### src/hdl/mmed_pkg.sv
// Shared types, codes and constants of the MIDI message event decoder.
// No dependencies; every other file of the block imports this package.
`default_nettype none

package mmed_pkg;

   // Number of MIDI channels with stored parameter state.
   localparam int CHANNELS = 16;
   localparam int CH_W     = (CHANNELS > 1) ? $clog2(CHANNELS) : 1;

   // Output event queue.
   localparam int FIFO_DEPTH = 4;
   localparam int FIFO_AW    = $clog2(FIFO_DEPTH);
   localparam int FIFO_CW    = $clog2(FIFO_DEPTH + 1);

   // Configuration register indexes.
   localparam int CSR_IDX_W = 2;
   localparam int CSR_DATA_W = 16;
   localparam logic [CSR_IDX_W-1:0] CSR_CHANNEL_MASK = 2'd0;
   localparam logic [CSR_IDX_W-1:0] CSR_BEND_RANGE   = 2'd1;
   localparam logic [6:0] BEND_RANGE_RESET = 7'd2;

   // Event kinds.
   localparam logic [4:0] EV_NOTE_ON   = 5'd0;
   localparam logic [4:0] EV_NOTE_OFF  = 5'd1;
   localparam logic [4:0] EV_POLY_AT   = 5'd2;
   localparam logic [4:0] EV_CC        = 5'd3;
   localparam logic [4:0] EV_PROGRAM   = 5'd4;
   localparam logic [4:0] EV_PRESSURE  = 5'd5;
   localparam logic [4:0] EV_BEND      = 5'd6;
   localparam logic [4:0] EV_RPN       = 5'd7;
   localparam logic [4:0] EV_NRPN      = 5'd8;
   localparam logic [4:0] EV_SOUND_OFF = 5'd9;
   localparam logic [4:0] EV_RESET_CTL = 5'd10;
   localparam logic [4:0] EV_NOTES_OFF = 5'd11;
   localparam logic [4:0] EV_CLOCK     = 5'd12;
   localparam logic [4:0] EV_START     = 5'd13;
   localparam logic [4:0] EV_CONTINUE  = 5'd14;
   localparam logic [4:0] EV_STOP      = 5'd15;
   localparam logic [4:0] EV_SONG_POS  = 5'd16;

   // Status high nibbles.
   localparam logic [3:0] ST_NOTE_OFF  = 4'h8;
   localparam logic [3:0] ST_NOTE_ON   = 4'h9;
   localparam logic [3:0] ST_POLY_AT   = 4'hA;
   localparam logic [3:0] ST_CONTROL   = 4'hB;
   localparam logic [3:0] ST_PROGRAM   = 4'hC;
   localparam logic [3:0] ST_PRESSURE  = 4'hD;
   localparam logic [3:0] ST_BEND      = 4'hE;
   localparam logic [3:0] ST_SYSTEM    = 4'hF;

   // Full system status bytes.
   localparam logic [7:0] SYS_SONG_POS = 8'hF2;
   localparam logic [7:0] SYS_CLOCK    = 8'hF8;
   localparam logic [7:0] SYS_START    = 8'hFA;
   localparam logic [7:0] SYS_CONTINUE = 8'hFB;
   localparam logic [7:0] SYS_STOP     = 8'hFC;

   // Controller numbers with special handling.
   localparam logic [6:0] CC_DATA_MSB  = 7'd6;
   localparam logic [6:0] CC_DATA_LSB  = 7'd38;
   localparam logic [6:0] CC_NRPN_LSB  = 7'd98;
   localparam logic [6:0] CC_NRPN_MSB  = 7'd99;
   localparam logic [6:0] CC_RPN_LSB   = 7'd100;
   localparam logic [6:0] CC_RPN_MSB   = 7'd101;
   localparam logic [6:0] CC_SOUND_OFF = 7'd120;
   localparam logic [6:0] CC_RESET_CTL = 7'd121;
   localparam logic [6:0] CC_NOTES_OFF = 7'd123;

   localparam logic signed [14:0] BEND_CENTRE = 15'sd8192;

   // Per-channel parameter state held in the state memory.
   typedef struct packed {
      logic [13:0] rpn_number;
      logic [13:0] nrpn_number;
      logic        nrpn_selected;
      logic [6:0]  data_entry_high;
   } chan_state_type;

   localparam chan_state_type STATE_RESET = '{
      rpn_number:      14'h3FFF,
      nrpn_number:     14'h3FFF,
      nrpn_selected:   1'b0,
      data_entry_high: 7'd0
   };

   // One decoded event.
   typedef struct packed {
      logic [4:0]         event_kind;
      logic [3:0]         channel;
      logic [13:0]        number;
      logic [13:0]        value;
      logic signed [20:0] bend_semitones;
      logic               last;
   } event_type;

   // Write-back to the state memory.
   typedef struct packed {
      logic            en;
      logic [CH_W-1:0] addr;
      chan_state_type  data;
   } state_wr_type;

endpackage : mmed_pkg

`default_nettype wire

### src/hdl/midi_message_event_decoder_core.sv
// MIDI message event decoder, top level: input stage, state memory, decode and event queue.
// Depends on mmed_pkg, mmed_state_mem, mmed_decode and mmed_evt_fifo.
`default_nettype none

// One assembled MIDI message is accepted per cycle while the event queue has room for
// two events. The channel's RPN/NRPN state is read from the state memory at acceptance
// and becomes available in the next cycle, when the message is decoded; when the message
// executes, its state is written back (forwarded to a read of the same channel in the
// same cycle) and zero, one or two events are queued. The first event is presented on
// the result port after the input stage registers and the event queue. The result port
// hands out one event per cycle while rsp_stall is low, so a data-entry LSB, which yields
// two events, occupies the port for both of them. The user must write configuration only
// while idle; the block itself does not enforce it.
module midi_message_event_decoder_core
   import mmed_pkg::*;
(
   input  wire logic                  clock,
   input  wire logic                  reset,
   input  wire logic                  req_valid,
   output logic                       req_stall,
   input  wire logic [7:0]            req_status_byte,
   input  wire logic [6:0]            req_data_first,
   input  wire logic [6:0]            req_data_second,
   output logic                       rsp_valid,
   input  wire logic                  rsp_stall,
   output logic [4:0]                 rsp_event_kind,
   output logic [3:0]                 rsp_channel,
   output logic [13:0]                rsp_number,
   output logic [13:0]                rsp_value,
   output logic signed [20:0]         rsp_bend_semitones,
   output logic                       rsp_last,
   input  wire logic                  csr_write,
   input  wire logic [CSR_IDX_W-1:0]  csr_index,
   input  wire logic [CSR_DATA_W-1:0] csr_wdata
);

   logic [15:0] chmask_ff;
   logic [6:0]  bend_range_ff;

   logic        s1_valid_ff;
   logic        s1_valid_in;
   logic [7:0]  s1_status_ff;
   logic [6:0]  s1_d1_ff;
   logic [6:0]  s1_d2_ff;

   logic           accept;
   logic           exec;
   logic           room2;
   chan_state_type cur_state;
   state_wr_type   dec_wr;
   state_wr_type   mem_wr;
   logic [1:0]     dec_count;
   logic [1:0]     push_n;
   event_type      ev0;
   event_type      ev1;
   event_type      head_ev;

   assign exec        = s1_valid_ff && room2;
   assign req_stall   = s1_valid_ff && !exec;
   assign accept      = req_valid && !req_stall;
   assign s1_valid_in = accept || (s1_valid_ff && !exec);

   always_ff @(posedge clock) begin
      if (reset) begin
         chmask_ff     <= '0;
         bend_range_ff <= BEND_RANGE_RESET;
      end else if (csr_write) begin
         case (csr_index)
            CSR_CHANNEL_MASK: chmask_ff     <= csr_wdata[15:0];
            CSR_BEND_RANGE:   bend_range_ff <= csr_wdata[6:0];
            default:          ;
         endcase
      end
   end

   always_ff @(posedge clock) begin
      if (reset) begin
         s1_valid_ff <= 1'b0;
      end else begin
         s1_valid_ff <= s1_valid_in;
      end
   end

   always_ff @(posedge clock) begin
      if (accept) begin
         s1_status_ff <= req_status_byte;
         s1_d1_ff     <= req_data_first;
         s1_d2_ff     <= req_data_second;
      end
   end

   // commit state and events only when the item executes
   always_comb begin
      mem_wr    = dec_wr;
      mem_wr.en = dec_wr.en && exec;
      push_n    = exec ? dec_count : 2'd0;
   end

   mmed_state_mem u_state_mem (
      .clock   (clock),
      .reset   (reset),
      .rd_en   (accept),
      .rd_addr (req_status_byte[CH_W-1:0]),
      .wr      (mem_wr),
      .rd_data (cur_state)
   );

   mmed_decode u_decode (
      .status_byte  (s1_status_ff),
      .data_first   (s1_d1_ff),
      .data_second  (s1_d2_ff),
      .cur          (cur_state),
      .pass_mask    (chmask_ff),
      .bend_range   (bend_range_ff),
      .evt_count    (dec_count),
      .ev0          (ev0),
      .ev1          (ev1),
      .wr           (dec_wr)
   );

   mmed_evt_fifo u_evt_fifo (
      .clock     (clock),
      .reset     (reset),
      .push_n    (push_n),
      .push0     (ev0),
      .push1     (ev1),
      .room2     (room2),
      .out_valid (rsp_valid),
      .out_stall (rsp_stall),
      .out_data  (head_ev)
   );

   assign rsp_event_kind     = head_ev.event_kind;
   assign rsp_channel        = head_ev.channel;
   assign rsp_number         = head_ev.number;
   assign rsp_value          = head_ev.value;
   assign rsp_bend_semitones = head_ev.bend_semitones;
   assign rsp_last           = head_ev.last;

   a_no_accept_over_hold: assert property (@(posedge clock) disable iff (reset)
      accept |-> (!s1_valid_ff || exec))
      else $error("transaction accepted over a held item");

   a_state_write_exec: assert property (@(posedge clock) disable iff (reset)
      mem_wr.en |-> (s1_valid_ff && room2 && s1_status_ff[7:4] == ST_CONTROL))
      else $error("state write outside a controller execute");

   a_held_item_stable: assert property (@(posedge clock) disable iff (reset)
      (s1_valid_ff && !exec) |=> (s1_valid_ff && $stable(s1_status_ff)))
      else $error("held item lost");

endmodule : midi_message_event_decoder_core

`default_nettype wire

### src/hdl/mmed_state_mem.sv
// Per-channel RPN/NRPN/data-entry state: synchronous memory with registered read,
// per-entry valid bits for reset values and write-to-read forwarding. Uses mmed_pkg.
`default_nettype none

module mmed_state_mem
   import mmed_pkg::*;
(
   input  wire logic           clock,
   input  wire logic           reset,
   input  wire logic           rd_en,
   input  wire logic [CH_W-1:0] rd_addr,
   input  wire state_wr_type   wr,
   output chan_state_type      rd_data
);

   chan_state_type mem [CHANNELS];
   logic [CHANNELS-1:0] vld_ff;

   chan_state_type rd_ram_ff;
   logic           rd_vld_ff;
   logic           fwd_ff;
   chan_state_type fwd_data_ff;

   always_ff @(posedge clock) begin
      if (wr.en) begin
         mem[wr.addr] <= wr.data;
      end
   end

   always_ff @(posedge clock) begin
      if (reset) begin
         vld_ff <= '0;
      end else if (wr.en) begin
         vld_ff[wr.addr] <= 1'b1;
      end
   end

   // Read port; a write to the same entry in the same cycle wins over the array.
   always_ff @(posedge clock) begin
      if (reset) begin
         fwd_ff    <= 1'b0;
         rd_vld_ff <= 1'b0;
      end else if (rd_en) begin
         fwd_ff    <= wr.en && (wr.addr == rd_addr);
         rd_vld_ff <= vld_ff[rd_addr];
      end
   end

   always_ff @(posedge clock) begin
      if (rd_en) begin
         rd_ram_ff   <= mem[rd_addr];
         fwd_data_ff <= wr.data;
      end
   end

   always_comb begin
      if (fwd_ff) begin
         rd_data = fwd_data_ff;
      end else if (rd_vld_ff) begin
         rd_data = rd_ram_ff;
      end else begin
         rd_data = STATE_RESET;
      end
   end

endmodule : mmed_state_mem

`default_nettype wire

### src/hdl/mmed_decode.sv
// Message decode: turns one message and its channel state into up to two events
// and the state write-back. Combinational; uses mmed_pkg.
`default_nettype none

module mmed_decode
   import mmed_pkg::*;
(
   input  wire logic [7:0]     status_byte,
   input  wire logic [6:0]     data_first,
   input  wire logic [6:0]     data_second,
   input  wire chan_state_type cur,
   input  wire logic [15:0]    pass_mask,
   input  wire logic [6:0]     bend_range,
   output logic [1:0]          evt_count,
   output event_type           ev0,
   output event_type           ev1,
   output state_wr_type        wr
);

   logic [3:0]         kind;
   logic [3:0]         ch;
   logic               ch_pass;
   logic [13:0]        raw14;
   logic signed [14:0] centred;
   logic signed [22:0] bend_prod;
   logic [13:0]        d1_14;
   logic [13:0]        d2_14;
   logic [13:0]        data14;
   chan_state_type     nxt;

   assign kind      = status_byte[7:4];
   assign ch        = status_byte[3:0];
   assign ch_pass   = ({1'b0, ch} < 5'(CHANNELS)) &&
                      ((pass_mask == 16'd0) || pass_mask[ch]);
   assign raw14     = {data_second, data_first};
   assign centred   = $signed({1'b0, raw14}) - BEND_CENTRE;
   assign bend_prod = centred * $signed({1'b0, bend_range});
   assign d1_14     = {7'd0, data_first};
   assign d2_14     = {7'd0, data_second};
   assign data14    = {cur.data_entry_high, data_second};

   always_comb begin
      evt_count = 2'd0;
      ev0       = '0;
      ev1       = '0;
      nxt       = cur;
      wr.en     = 1'b0;
      wr.addr   = ch[CH_W-1:0];
      ev0.last  = 1'b1;
      ev0.channel = ch;
      ev0.number  = d1_14;
      ev0.value   = d2_14;
      ev1.last    = 1'b1;
      ev1.event_kind = EV_CC;
      ev1.channel = ch;
      ev1.number  = d1_14;
      ev1.value   = d2_14;

      if (kind == ST_SYSTEM) begin
         ev0.channel = 4'd0;
         ev0.number  = 14'd0;
         ev0.value   = 14'd0;
         evt_count   = 2'd1;
         case (status_byte)
            SYS_CLOCK:    ev0.event_kind = EV_CLOCK;
            SYS_START:    ev0.event_kind = EV_START;
            SYS_CONTINUE: ev0.event_kind = EV_CONTINUE;
            SYS_STOP:     ev0.event_kind = EV_STOP;
            SYS_SONG_POS: begin
               ev0.event_kind = EV_SONG_POS;
               ev0.value      = raw14;
            end
            default:      evt_count = 2'd0;
         endcase
      end else if (status_byte[7] && ch_pass) begin
         evt_count = 2'd1;
         case (kind)
            ST_NOTE_OFF: ev0.event_kind = EV_NOTE_OFF;
            ST_NOTE_ON:  ev0.event_kind = (data_second == 7'd0) ? EV_NOTE_OFF : EV_NOTE_ON;
            ST_POLY_AT:  ev0.event_kind = EV_POLY_AT;
            ST_PROGRAM, ST_PRESSURE: begin
               ev0.event_kind = (kind == ST_PROGRAM) ? EV_PROGRAM : EV_PRESSURE;
               ev0.number     = 14'd0;
               ev0.value      = d1_14;
            end
            ST_BEND: begin
               ev0.event_kind     = EV_BEND;
               ev0.number         = 14'd0;
               ev0.value          = raw14;
               ev0.bend_semitones = bend_prod[20:0];
            end
            ST_CONTROL: begin
               ev0.event_kind = EV_CC;
               case (data_first)
                  CC_NRPN_MSB: begin
                     nxt.nrpn_number   = {data_second, cur.nrpn_number[6:0]};
                     nxt.nrpn_selected = 1'b1;
                     wr.en             = 1'b1;
                  end
                  CC_NRPN_LSB: begin
                     nxt.nrpn_number   = {cur.nrpn_number[13:7], data_second};
                     nxt.nrpn_selected = 1'b1;
                     wr.en             = 1'b1;
                  end
                  CC_RPN_MSB: begin
                     nxt.rpn_number    = {data_second, cur.rpn_number[6:0]};
                     nxt.nrpn_selected = 1'b0;
                     wr.en             = 1'b1;
                  end
                  CC_RPN_LSB: begin
                     nxt.rpn_number    = {cur.rpn_number[13:7], data_second};
                     nxt.nrpn_selected = 1'b0;
                     wr.en             = 1'b1;
                  end
                  CC_DATA_MSB: begin
                     nxt.data_entry_high = data_second;
                     wr.en               = 1'b1;
                  end
                  CC_DATA_LSB: begin
                     // parameter event first, then the plain controller
                     evt_count      = 2'd2;
                     ev0.last       = 1'b0;
                     ev0.value      = data14;
                     ev0.event_kind = cur.nrpn_selected ? EV_NRPN : EV_RPN;
                     ev0.number     = cur.nrpn_selected ? cur.nrpn_number : cur.rpn_number;
                  end
                  CC_SOUND_OFF: ev0.event_kind = EV_SOUND_OFF;
                  CC_RESET_CTL: ev0.event_kind = EV_RESET_CTL;
                  CC_NOTES_OFF: ev0.event_kind = EV_NOTES_OFF;
                  default:      ev0.event_kind = EV_CC;
               endcase
            end
            default: evt_count = 2'd0;
         endcase
      end
      wr.data = nxt;
   end

endmodule : mmed_decode

`default_nettype wire

### src/hdl/mmed_evt_fifo.sv
// Output event queue: takes up to two events per cycle, hands out one while out_stall is low.
// Uses mmed_pkg for the event type and depth.
`default_nettype none

module mmed_evt_fifo
   import mmed_pkg::*;
(
   input  wire logic      clock,
   input  wire logic      reset,
   input  wire logic [1:0] push_n,
   input  wire event_type push0,
   input  wire event_type push1,
   output logic           room2,
   output logic           out_valid,
   input  wire logic      out_stall,
   output event_type      out_data
);

   event_type           q_ff [FIFO_DEPTH];
   logic [FIFO_AW-1:0]  head_ff;
   logic [FIFO_AW-1:0]  tail_ff;
   logic [FIFO_CW-1:0]  count_ff;
   logic [FIFO_AW-1:0]  tail_nx;
   logic                pop;

   assign out_valid = (count_ff != '0);
   assign out_data  = q_ff[head_ff];
   assign pop       = out_valid && !out_stall;
   assign room2     = (count_ff <= FIFO_CW'(FIFO_DEPTH - 2));
   assign tail_nx   = tail_ff + 1'b1;

   always_ff @(posedge clock) begin
      if (push_n != 2'd0) begin
         q_ff[tail_ff] <= push0;
      end
      if (push_n == 2'd2) begin
         q_ff[tail_nx] <= push1;
      end
   end

   always_ff @(posedge clock) begin
      if (reset) begin
         head_ff  <= '0;
         tail_ff  <= '0;
         count_ff <= '0;
      end else begin
         if (pop) begin
            head_ff <= head_ff + 1'b1;
         end
         tail_ff  <= tail_ff + FIFO_AW'(push_n);
         count_ff <= count_ff + FIFO_CW'(push_n) - FIFO_CW'(pop);
      end
   end

   a_count_bound: assert property (@(posedge clock) disable iff (reset)
      count_ff <= FIFO_CW'(FIFO_DEPTH))
      else $error("event queue count beyond depth");

   a_no_overflow: assert property (@(posedge clock) disable iff (reset)
      (push_n != 2'd0) |-> (count_ff <= FIFO_CW'(FIFO_DEPTH) - FIFO_CW'(push_n)))
      else $error("event queue overflow");

   a_pop_only: assert property (@(posedge clock) disable iff (reset)
      (pop && push_n == 2'd0) |=> (count_ff == $past(count_ff) - 1'b1))
      else $error("event queue count wrong after pop");

endmodule : mmed_evt_fifo

`default_nettype wire
### config.mk
export PLATFORM = sky130hd
export DESIGN_NAME = midi_message_event_decoder_core
export DESIGN_NICKNAME = d
export VERILOG_FILES = /design/src/hdl/mmed_pkg.sv /design/src/hdl/midi_message_event_decoder_core.sv /design/src/hdl/mmed_state_mem.sv /design/src/hdl/mmed_decode.sv /design/src/hdl/mmed_evt_fifo.sv
export SDC_FILE = /design/constraint.sdc
export NUM_CORES = 1
export LEC_CHECK = 0
export BUFFER_PORTS_ARGS = -buffer_cell sky130_fd_sc_hd__buf_2
export CAP_MARGIN = 0
export CORE_UTILIZATION = 54
export CTS_BUF_LIST = sky130_fd_sc_hd__clkbuf_16
export DETAILED_ROUTE_END_ITERATION = 8
export GPL_TIMING_DRIVEN = 0
export MAX_ROUTING_LAYER = met4
export PLACE_DENSITY_LB_ADDON = 0.15
export RECOVER_POWER = 25
export SLEW_MARGIN = 20
export SYNTH_ARGS = -nofsm -noshare
export SYNTH_HDL_FRONTEND = slang
export SYNTH_SLANG_ARGS = --single-unit
### constraint.sdc
create_clock -name clock -period 9.4 [get_ports clock]
set_clock_uncertainty 0.1 [all_clocks]
set_input_delay 2.82 -clock clock [delete_from_list [all_inputs] [get_ports clock]]
set_output_delay 2.82 -clock clock [all_outputs]
set_load 0.01 [all_outputs]
==> Word level (Yosys, flattened, before mapping) <==
Memories as Yosys holds them, arrays and structs flattened. A register that Yosys moved wholly into a read port is not among the register bits.
Cells that the tools add are included.
{ "word_totals": {"inputBits": 45, "elab_cells": 133, "n_memories": 2, "regBits": 107, "ramBits": 812} }
{ "mem_list": {"columns": ["name", "depth", "word_bits", "read_ports", "rd_clocked_by_memory_dff", "wr", "line_no", "rtl"], "rows": [
  ["u_state_mem.mem", 16, 36, 1, 1, 1, "mmed_state_mem.sv:16", "chan_state_type mem [CHANNELS];"],
  ["u_evt_fifo.q_ff", 4, 59, 1, 1, 2, "mmed_evt_fifo.sv:19", "event_type q_ff [FIFO_DEPTH];"]
]} }
{ "op_classes": {"multipliers": 1, "eq_ne": 25, "reduce_logical": 26, "bitwise": 1, "magnitude_cmp": 4, "add_sub_neg": 6, "n_mux": 52} }
{ "ops": {"columns": ["operator", "n"], "rows": [
  ["$mux W36", 5],
  ["$pmux W28 S3", 1],
  ["$mux W28", 2],
  ["$pmux W14 S2", 2],
  ["$mux W50", 1],
  ["$eq A7 B7 Y1 const B", 7],
  ["$eq A8 B8 Y1 const B", 5],
  ["$eq A4 B4 Y1 const B", 8],
  ["$pmux W5 S6", 1],
  ["$mux W14", 2],
  ["$pmux W5 S5", 1],
  ["$mux W22", 1],
  ["$mul A15 B8 Y21", 1],
  ["$mux W21", 1],
  ["$pmux W5 S4", 1],
  ["$mux W1", 18],
  ["$logic_not A16 Y1", 1],
  ["$or A16 B16 Y16", 1],
  ["$sub A14 B14 Y15 const B", 1],
  ["$mux W2", 6],
  ["$lt A4 B5 Y1 const B", 2],
  ["$mux W5", 2],
  ["$reduce_or A5 Y1", 2],
  ["$bmux W1 S4", 2],
  ["other kinds (26)", 41]
]} }

==> Logic depth before layout (Yosys ltp) <==
Gate-level depths: netlist of the first run.
{ "depth": {"depth_word": 10, "mapped_depth": 19, "mapped_depth_nobuf": 17} }

==> Hierarchy <==
A second synthesis of the first run with hierarchy kept.
{ "unflattened": {"hier_cells": 2548, "hier_area_um2": 44656.6} }
{ "modules_own_cells": {"columns": ["module", "instances", "area_each_um2", "cells_per_inst"], "rows": [
  ["mmed_state_mem", 1, 25336.8, 1074],
  ["mmed_evt_fifo", 1, 11778.8, 627],
  ["mmed_decode", 1, 5813.1, 721],
  ["midi_message_event_decoder_core", 1, 1727.9, 126]
]} }

==> Worst setup path after synthesis of the first run <==
OpenSTA, ideal clock, no wires.
{ "synth_timing": {"kind": "input -> register", "startpoint": "input port req_valid", "endpoint": "register s1_d1_ff[0], enable pin", "setup_time_ns": 0.449, "path_slack_ns": 4.103, "cell_stages": 2, "t_arrival_ns": 4.747, "t_required_ns": 8.851, "path_cell_list": "nand2_1 > inv_1"} }
{ "synth_via": {"elab_chain_cells": 1} }
{ "synth_rtl": {"columns": ["element", "line_no", "rtl"], "rows": [
  ["start: declaration", "midi_message_event_decoder_core.sv:19", "input wire logic req_valid,"],
  ["$logic_and A1 B1 Y1", "midi_message_event_decoder_core.sv:60", "assign accept = req_valid && !req_stall;"],
  ["via accept", "midi_message_event_decoder_core.sv:46", "logic accept;"],
  ["end signal: assignment", "midi_message_event_decoder_core.sv:87", "s1_d1_ff <= req_data_first;"],
  ["end: declaration", "midi_message_event_decoder_core.sv:43", "logic [6:0] s1_d1_ff;"]
]} }
The timed path passes the listed nets, and every way through them passes these cells.
A chain may end at the register's enable or synchronous reset.

==> results of run 1 <==
==> routing by layer <==
metal | wire length (µm) | vias up | track usage
li1 | - | 10700 | -
met1 | 42000 | 13000 | 0.374
met2 | 55700 | 1185 | 0.494
met3 | 7990 | 249 | 0.0457
met4 | 5150 | 0 | 0.123
met5 | 0 | - | -
==> final cells by class <==
| cell class | count | area, µm² |
|---|---|---|
| clock buffers | 97 | 2430 |
| flip-flops and latches | 957 | 26600 |
| repair buffers | 158 | 1330 |
| diodes | 2 | 5.00 |
| clock inverters | 69 | 618 |
| well taps | 969 | 1210 |
| multi-input cells | 1382 | 13500 |
| inverters | 132 | 497 |
| fillers | 5437 | 28100 |
| plain buffers | 177 | 724 |
==> registers in the layout, summed over array words and instances, names as in the netlist, named ones only <==
signal,flops
s1_valid_ff,1
s1_d2_ff,7
u_evt_fifo.q_ff,236
u_state_mem.fwd_data_ff,36
u_evt_fifo.head_ff,2
u_evt_fifo.count_ff,3
u_evt_fifo.tail_ff,2
u_state_mem.fwd_ff,1
u_state_mem.vld_ff,16
u_state_mem.mem,576
chmask_ff,16
u_state_mem.rd_ram_ff,36
s1_status_ff,8
bend_range_ff,7
s1_d1_ff,7
u_state_mem.rd_vld_ff,1
==> cell usage after synthesis (15+ instances only) <==
cell type / n / area, µm²
edfxtp_1: 742 / 22300
mux4_2: 248 / 5590
dfxtp_1: 215 / 4300
o21ai_0: 164 / 821
nand3_1: 158 / 791
nand2_1: 142 / 533
inv_1: 129 / 484
clkbuf_1: 111 / 417
nor2_1: 91 / 342
and2_1: 88 / 551
fa_1: 75 / 1500
o22ai_1: 56 / 350
ha_1: 46 / 576
a21oi_1: 39 / 195
buf_2: 28 / 140
mux2i_1: 28 / 280
o21ai_1: 28 / 140
buf_1: 24 / 90.1
nor2b_1: 22 / 138
a31oi_1: 16 / 100
nor3_1: 15 / 75.1
xnor2_1: 15 / 131
==> stage by stage <==
step / hold WS (ns) / instances
floorplan: 0.332 / 2648
global placement: 0.344 / 3721
detailed placement: 0.350 / 3774
CTS: 0.358 / 3940
global route: 0.382 / 3943
finish: 0.356 / 3943
==> logic make-up after synthesis <==
logic type	after synthesis
flip-flops	957
AO/OA/AOI/OAI	394
AND/OR/NAND/NOR	557
XOR/XNOR	27
multiplexers	283
adder cells (fa/ha/maj)	121
buffers and inverters	309
==> worst register-to-register path: cells and delay by family, from the launching register on <==
kind,cells,cell delay (ns)
adder cells (fa/ha/maj),4,1.54
AND/OR/NAND/NOR,3,1.02
buffers and inverters,5,1.69
flip-flops,1,0.42
AO/OA/AOI/OAI,5,1.59
==> how the worst max path moves through the flow <==
stage | startpoint | endpoint | slack (ns)
after floorplan | req_valid | s1_d1_ff[0] | 4.10
after global placement | s1_status_ff[3] | u_state_mem.mem[8][20] | 0.54
after detailed placement | req_status_byte[0] | u_state_mem.rd_ram_ff[1] | 2.56
after CTS | flop | rsp_number[3] | 2.68
after global routing | s1_d2_ff[6] | u_evt_fifo.q_ff[1][20] | 2.52
final | flop | rsp_number[6] | 2.74
==> power groups by stage <==
stage	Combinational [mW]	Sequential (mW)	Clock (mW)
global placement	0.959	4.74	0
detailed placement	0.981	4.74	0
CTS	0.987	4.65	3.76
global route	1.06	4.65	3.92
finish	0.975	4.65	3.72
floorplan	0.656	4.71	0
==> summary.md, run 1 <==
| Metric | Value |
|---|---|
| Outcome | finished with violations |
| Failing checks | capacitance limit, slew limit |
| Mean post-synth cell area | 15.6 µm² |
| DR vias/cell | 6.36 |
| Worst Setup End Kind | output port |
| Die area | 0.0775 mm² |
| Cell area after layout | 0.0469 mm² |
| Switching Fraction | 0.241 |
| Hold Path Depth | 2 |
| Final Hold Fails | 0 |
| DRC | 0 |
| CP Launch Type | flop |
| Reg2Reg Depth | 17 |
| # rows | 100 |
| Hold Crit Start | u_evt_fifo.q_ff[0][46] |
| Vias in the first global route | 25400 |
| Crit path top cell by count | clkbuf_1 |
| Yosys reg bits | 957 |
| Worst slew pin tran | 2.96 ns |
| DR iter-0 viols | 2345 |
| Compound-gate portion of the synthesized area | 0.0576 |
| I/O pin cnt | 106 |
| Final setup margin | 2.74 ns |
| Post-Synthesis Cells | 2648 |
| Max VDD drop | 0.174 mV |
| Rel. slew slack | -0.976 |
| CP Class | reg2out |
| Max FO, Critical Path | 10 |
| Mux cell area share after synthesis | 0.144 |
| DR pass1 iterations | 7 |
| Worst R2R End | u_evt_fifo.q_ff[3][20] |
| Crit-path slowest cell | buf_1 |
| Worst slack at placement | 2.56 ns |
| Post-synthesis sequential area ratio | 0.645 |
| Clk buf depth | 3 |
| CP top delay family | buffers and inverters |
| Commonest non-fill, non-tap cell in the layout | edfxtp_1 |
| Overall Global Routing Usage | 0.300 |
| Syn Nets | 2814 |
| P per Cell Area | 199 mW/mm² |
| Clk pin slew, worst setup/hold paths | 0.06 ns |
| RSZ-0062 raised after global routing | no |
| # H-tree levels | 3 |
| Post-synth EDFFs | 742 |
| Most frequent cells in the layout | 742 x edfxtp_1, 248 x mux4_2, 215 x dfxtp_1 |
| Layout cells sized above 1 | 0.206 |
| Reg2reg start | s1_d2_ff[6] |
| Max-Cap Viols | 3 |
| Post-CTS Setup Bufs | 0 |
| Sw Pwr | 2.25 mW |
| Tcrit/Tclk final | 0.709 |
| I/O Buffers | 104 |
| Yosys warnings | 0 |
| Overflow after GRT | 0 |
| Final layout net count | 3069 |
| Largest net degree at the start of global routing | 50 |
| Root Buffer | clkbuf_16 |
| Simple-gate share of the synthesized area | 0.0670 |
| Post-Syn Area | 0.0412 mm² |
| Post_cts resized | 0 |
| Critical Path RT | 6.48 ns |
| Internal | 7.09 mW |
| Total CTS buffers | 95 |
| Starting Density | 0.550 |
| Pleak | 16.5 nW |
| Adder-cell share of the synthesized area | 0.0504 |
| Internal reg-to-reg setup slack | 2.95 ns |
| Hold Buf Count CTS | 0 |
| Synth async-reset ratio | 0 |
| Combinational power share | 0.104 |
| Clock power frac | 0.398 |
| Drt wl/cell | 28.1 µm |
| Final min period | 6.66 ns |
| CP Cell Sequence | clkbuf_1, buf_1, clkbuf_1, mux4_2, buf_2 |
| Slew Limit Fails | 108 |
| Hold Path Class | reg2reg |
| Hold EP | u_evt_fifo.q_ff[0][46] |
| Main synth FF type | edfxtp_1 |
| Synth Area in XOR/XNOR | 0.00574 |
| Chip Width | 278 µm |
| Worst path max stage delay | 0.79 ns |
| CTS tree | yes |
| DP Area | 0.0439 mm² |
| Crit path DAT | 3.74 ns |
| Main combinational cell family by area after synthesis | multiplexers |
| Yosys cell types | 71 |
| Initial antenna violation count | 2 |
| DRT antenna net count | 0 |
| Final setup fails | 0 |
| FMAX | 0.150 GHz |
| CP Buf/Inv Count | 4 |
| Global-route wire length before repair | 164000 µm |
| Setup total negative slack | 0 ns |
| CP Depth | 5 |
| Sequential power share | 0.498 |
| DP HPWL | 78300 µm |
| Final total power | 9.34 mW |
| Final Core Density | 0.626 |
| Synthesis-to-finish area growth | 13.7% |
| Die height | 278 µm |
| Final WL | 111000 µm |
| Insertion delay to the later sink of the worst-skew pair | 0.68 ns |
| Vias after detailed routing | 25100 |
| Core ar. | 0.0749 mm² |
| Final GP Congestion | 0.926 |
| CTS Sinks | 957 |
Note: power is estimated with default switching activity, not from simulation.
==> inputs of run 2 (changes only) <==
Clock period 9.4 ns to 6.4 ns, I/O delays scaled along.
==> summary.md, run 2 (synthesis gave the netlist of run 1 again) <==
| Metric | Value |
|---|---|
| Outcome | finished with violations |
| Failing checks | capacitance limit, slew limit |
| Fill cell count | 5438 (+0.018%) |
| Worst path max stage delay | 0.62 ns (-0.17 ns) |
| CTS tree | yes |
| Final setup fails | 0 (unchanged) |
| Max FO, Critical Path | 10 (unchanged) |
| Global-route wire length before repair | 164000 µm (unchanged) |
| Root Buffer | clkbuf_16 |
| WHS | 0.358 ns (+0.00162 ns) |
| Rel. slew slack | -0.489 (+0.487) |
| CP Class | reg2reg |
| Die area | 0.0775 mm² (unchanged) |
| Largest net degree at the start of global routing | 50 (unchanged) |
| DRT antenna net count | 0 (unchanged) |
| Final min period | 6.07 ns |
| # rows | 100 (unchanged) |
| Final WL | 111000 µm (+0.12%) |
| Crit path DAT | 6.49 ns (+2.75 ns) |
| DR vias/cell | 6.36 (+0.10%) |
| CP Cell Sequence | clkbuf_1, nand2_1, fa_1, fa_1, inv_1, fa_1, inv_1, fa_1, inv_1, ha_1, o21ai_0, o21ai_0, a41oi_1, o21ai_0, a2111oi_0, nor3b_1, o31ai_1 |
| Largest registers | u_state_mem.mem: 576 flops, u_evt_fifo.q_ff: 236 flops |
| Overflow after GRT | 0 (unchanged) |
| RSZ-0062 raised after global routing | no |
| Core ar. | 0.0749 mm² (unchanged) |
| Total CTS buffers | 95 (unchanged) |
| Die height | 278 µm (unchanged) |
| Internal | 10.4 mW (+47%) |
| Final layout net count | 3071 (+0.065%) |
| Switching Fraction | 0.241 (about the same) |
| Final GP Congestion | 0.926 (unchanged) |
| Max reg flops | 576 (unchanged) |
| FMAX | 0.165 GHz |
| Hold Buf Count CTS | 0 (unchanged) |
| Chip Width | 278 µm (unchanged) |
| DP HPWL | 78300 µm (unchanged) |
| Initial antenna violation count | 2 (unchanged) |
| Worst slew pin tran | 2.22 ns (-0.743 ns) |
| DRC | 0 (unchanged) |
| Pleak | 16.5 nW (about the same) |
| Tcrit/Tclk final | 0.948 |
| Worst Setup End Kind | flop |
| Vias in the first global route | 25400 (unchanged) |
| Insertion delay to the later sink of the worst-skew pair | 0.68 ns (about the same) |
| Drt wl/cell | 28.1 µm (about the same) |
| # H-tree levels | 3 (unchanged) |
| Vias after detailed routing | 25100 (+0.16%) |
| Crit-path slowest cell | dfxtp_1 |
| Critical Path RT | 6.83 ns (+0.35 ns) |
| Sw Pwr | 3.31 mW (+47%) |
| Synthesis-to-finish area growth | 13.8% (about the same) |
| P per Cell Area | 293 mW/mm² (+47%) |
| Biggest register | u_state_mem.mem |
| CP Launch Type | flop |
| Hold Path Class | reg2reg |
| Max-Cap Viols | 2 (-1) |
| CTS Sinks | 957 (unchanged) |
| Starting Density | 0.550 (unchanged) |
| Commonest non-fill, non-tap cell in the layout | edfxtp_1 |
| I/O Buffers | 104 (unchanged) |
| Clock power frac | 0.398 (about the same) |
| Most frequent cells in the layout | 742 x edfxtp_1, 248 x mux4_2, 215 x dfxtp_1 |
| Setup total negative slack | 0 ns (unchanged) |
| DR iter-0 viols | 2370 (+1.1%) |
| Slew Limit Fails | 58 (-46%) |
| Clk pin slew, worst setup/hold paths | 0.06 ns (about the same) |
| Max VDD drop | 0.252 mV (+45%) |
| Final Hold Fails | 0 (unchanged) |
| Clk buf depth | 3 (unchanged) |
| Overall Global Routing Usage | 0.300 (unchanged) |
| Sequential power share | 0.498 (about the same) |
| Layout cells sized above 1 | 0.208 (+0.00154) |
| Crit path top cell by count | fa_1 |
| I/O pin cnt | 106 (unchanged) |
| DR pass1 iterations | 6 (-1) |
| Combinational power share | 0.104 (about the same) |
run 2: cell count changes in the layout (fill, tap and decap cells not counted):
cell / delta
buf_2: -2
buf_4: +3
clkbuf_1: -4
clkbuf_2: +5
clkinv_1: -1
clkinvlp_4: +1
inv_1: +1
inv_2: -1
nor3_1: +1
nor3_4: -1
run 2: per-stage QoR:
stage	instances	power, mW	utilization	cell area [µm²]	setup WS (ns)
after floorplan	2648	7.88	-	41200	1.38
after global placement	3721	8.37	0.573	43000	-2.46
after detailed placement	3774	8.40	0.586	43900	0.0656
after CTS	3940	13.8	0.627	47000	0.0480
after global routing	3945	14.1	0.626	46900	0.0406
final	3945	13.7	0.626	46900	0.332
run 2: cell type report:
cell class	count	area [µm²]	share of cell area
timing repair buffer	161	1350	0.0288
buffer	176	724	0.0154
inverter	132	500	0.0107
tap	969	1210	0.0258
clock buffer	97	2430	0.0518
antenna	2	5.00	0.000107
clock inverter	69	618	0.0132
multi-input combinational	1382	13500	0.287
sequential	957	26600	0.567
run 2: metal layers:
layer / share of wire / track usage / vias to the layer above
met2: 0.50 / 0.494 / 1194
met4: 0.045 / 0.123 / 0
met3: 0.073 / 0.0457 / 248
li1: - / - / 10700
met5: 0 / - / -
met1: 0.38 / 0.374 / 13000
run 2: worst paths after layout:
check / start / to / slack, ns / cells past startpoint
worst max-delay path: bend_range_ff[3] / u_evt_fifo.q_ff[3][20] / 0.33 / 17
worst min-delay path: u_evt_fifo.q_ff[0][46] / u_evt_fifo.q_ff[0][46] / 0.36 / 2
worst max register to register: bend_range_ff[3] / u_evt_fifo.q_ff[3][20] / 0.33 / 17
worst min register to register: u_evt_fifo.q_ff[0][46] / u_evt_fifo.q_ff[0][46] / 0.36 / 2
run 2: critical path: cells and delay by family (launching register included):
family	cells	cell delay (ns)
AO/OA/AOI/OAI	6	1.45
adder cells (fa/ha/maj)	5	2.39
buffers and inverters	4	0.62
flip-flops	1	0.62
AND/OR/NAND/NOR	2	0.73
run 2: power by group through the flow:
stage / Combinational, mW / Clock [mW] / Sequential [mW]
after global placement: 1.41 / 0 / 6.96
after detailed placement: 1.44 / 0 / 6.96
after CTS: 1.45 / 5.52 / 6.82
after global routing: 1.55 / 5.75 / 6.83
after floorplan: 0.963 / 0 / 6.92
final: 1.43 / 5.46 / 6.83
run 2: what timing repair did:
action | in CTS | in global routing
hold endpoints to repair | 0 | 0
setup endpoints to repair | 0 | 8
gates resized for setup | 0 | 9
setup buffers | 0 | 3
==> inputs of run 3 (changes only) <==
Settings changed: CORE_ASPECT_RATIO from default to 1.5, CORE_UTILIZATION 54 to 62.
==> summary.md, run 3 (synthesis gave the netlist of run 1 again) <==
| Metric | Value |
|---|---|
| Tcrit/Tclk final | 0.951 (+0.00329) |
| DRT antenna net count | 0 (unchanged) |
| Final total power | 13.5 mW (-1.5%) |
| # H-tree levels | 3 (unchanged) |
| Final setup fails | 0 (unchanged) |
| CTS Sinks | 957 (unchanged) |
| Commonest non-fill, non-tap cell in the layout | edfxtp_1 |
| Post-CTS Setup Bufs | 0 (unchanged) |
| Max FO, Critical Path | 10 (unchanged) |
| Worst path max stage delay | 0.59 ns (-0.03 ns) |
| Pleak | 16.3 nW (-1.4%) |
| CP Class | reg2reg |
| Cell area after layout | 0.0464 mm² (-1.0%) |
| Failing checks | capacitance limit, slew limit |
| Final Hold Fails | 0 (unchanged) |
| CP Launch Type | flop |
| Hold Path Class | reg2reg |
| Slew Limit Fails | 122 (+110%) |
| RSZ-0062 raised after global routing | no |
| Worst Setup End Kind | flop |
| Total CTS buffers | 87 (-8.4%) |
| Vias after detailed routing | 25200 (+0.51%) |
| Layout cells sized above 1 | 0.197 (-0.0105) |
| # rows | 115 (+15%) |
| Max VDD drop | 0.325 mV (+29%) |
| Final min period | 6.09 ns (+0.0211 ns) |
| Largest registers | u_state_mem.mem: 576 flops, u_evt_fifo.q_ff: 236 flops |
| Max-Cap Viols | 5 (+3) |
| Worst slew pin tran | 2.02 ns (-0.201 ns) |
| DRC | 0 (unchanged) |
| Most frequent cells in the layout | 742 x edfxtp_1, 248 x mux4_2, 215 x dfxtp_1 |
| FMAX | 0.164 GHz (-0.35%) |
| Crit path DAT | 6.56 ns (+0.07 ns) |
| Final layout net count | 3052 (-0.62%) |
| Core ar. | 0.0656 mm² (-12%) |
| Final GP Congestion | 0.962 (+3.8%) |
| Internal reg-to-reg setup slack | 0.31 ns (-0.02 ns) |
| Biggest register | u_state_mem.mem |
| Highest metal used | met4 |
| Crit path top cell by count | fa_1 |
| Insertion delay to the later sink of the worst-skew pair | 0.68 ns (about the same) |
| P per Cell Area | 291 mW/mm² (-0.45%) |
| Rel. slew slack | -0.354 (+0.135) |
| CTS tree | yes |
| Overflow after GRT | 0 (unchanged) |
| Initial antenna violation count | 0 (-2) |
| Outcome | finished with violations |
| Synthesis-to-finish area growth | 12.6% |
| Crit-path slowest cell | clkbuf_1 |
| Vias in the first global route | 25900 (+1.6%) |
| Max reg flops | 576 (unchanged) |
| Critical Path RT | 6.87 ns (+0.04 ns) |
| Largest net degree at the start of global routing | 59 (+18%) |
| Drt wl/cell | 29.4 µm (+4.5%) |
| Root Buffer | clkbuf_16 |
| DP HPWL | 80500 µm (+2.8%) |
| I/O pin cnt | 106 (unchanged) |
| Overall Global Routing Usage | 0.356 (+0.0558) |
| Clk pin slew, worst setup/hold paths | 0.07 ns (about the same) |
| DP Area | 0.0437 mm² (-0.62%) |
| Die area | 0.0676 mm² (-13%) |
| CP Cell Sequence | clkbuf_1, nand2_1, fa_1, inv_1, fa_1, fa_1, inv_1, fa_1, inv_1, ha_1, and3_1, a221o_1, a41oi_1, o21ai_0, a2111oi_0, nor3b_1, o31ai_1 |
| Starting Density | 0.628 (+0.0783) |
| I/O Buffers | 104 (unchanged) |
| WHS | 0.361 ns (+0.00256 ns) |
| Die height | 318 µm (+14%) |
| Met2 wire length | 57100 µm (+2.4%) |
| Clk buf depth | 3 (unchanged) |
| Met3 WL | 8450 µm (+4.9%) |
| DR vias/cell | 6.58 (+3.3%) |
| Global-route wire length before repair | 166000 µm (+1.3%) |
| Hold Buf Count CTS | 0 (unchanged) |
| Final WL | 113000 µm (+1.7%) |
| Chip Width | 213 µm (-24%) |
| DR pass1 iterations | 6 (unchanged) |
| DR iter-0 viols | 2894 (+22%) |
| Metal-1 WL | 37500 µm (-11%) |
==> run 3: per-layer routing <==
metal | GRT usage | vias to the layer above
li1 | - | 10600
met1 | 0.390 | 12900
met2 | 0.581 | 1352
met3 | 0.0610 | 400
met4 | 0.260 | 0
met5 | - | -
==> run 3: per-stage QoR <==
| stage | setup TNS, ns | utilization | std cells | setup slack, ns |
|---|---|---|---|---|
| 6_report | 0 | 0.708 | 3838 | 0.311 |
| 3_3_place_gp | -299.67 | 0.653 | 3629 | -2.20 |
| 4_1_cts | 0 | 0.709 | 3838 | 0.187 |
| 5_1_grt | 0 | 0.707 | 3837 | 0.0310 |
| 2_1_floorplan | 0 | - | 2648 | 1.38 |
| 3_5_place_dp | 0 | 0.665 | 3675 | 0.0209 |
==> run 3: what timing repair did <==
item                                   CTS  global route
resized for setup                        1             6
pin swaps                                0             0
endpoints found under the hold margin    0             0
setup endpoints to repair                4             4
==> run 3: final timing paths <==
kind	startpoint	to	cells past startpoint
worst max-delay path	s1_d2_ff[5]	u_evt_fifo.q_ff[2][20]	17
worst min register to register	u_evt_fifo.q_ff[2][2]	u_evt_fifo.q_ff[2][2]	2
worst max register to register	s1_d2_ff[5]	u_evt_fifo.q_ff[2][20]	17
worst min-delay path	u_evt_fifo.q_ff[2][2]	u_evt_fifo.q_ff[2][2]	2
==> run 3: area by class of cell <==
class,count,area (µm²)
Clock inverter,76,676
Fill cell,4286,19200
Antenna cell,1,2.50
Multi-Input combinational cell,1382,13500
Tap cell,877,1100
Clock buffer,87,2180
Timing Repair Buffer,150,1160
Inverter,132,498
Buffer,176,701
Sequential cell,957,26600
==> run 3: power by group <==
| group | internal, mW | switching, mW |
|---|---|---|
| registers | 6.74 | 0.0829 |
| clock network | 2.91 | 2.34 |
| logic | 0.577 | 0.872 |
| total | 10.2 | 3.29 |
==> run 3: worst max-delay path, delay by kind of cell (launching register included) <==
| kind | cells | cell delay (ns) |
|---|---|---|
| AOI/OAI and AO/OA | 5 | 1.63 |
| adders and majority gates | 5 | 2.34 |
| buffers and inverters | 4 | 0.73 |
| DFF | 1 | 0.55 |
| and+or+nand+nor | 3 | 0.63 |
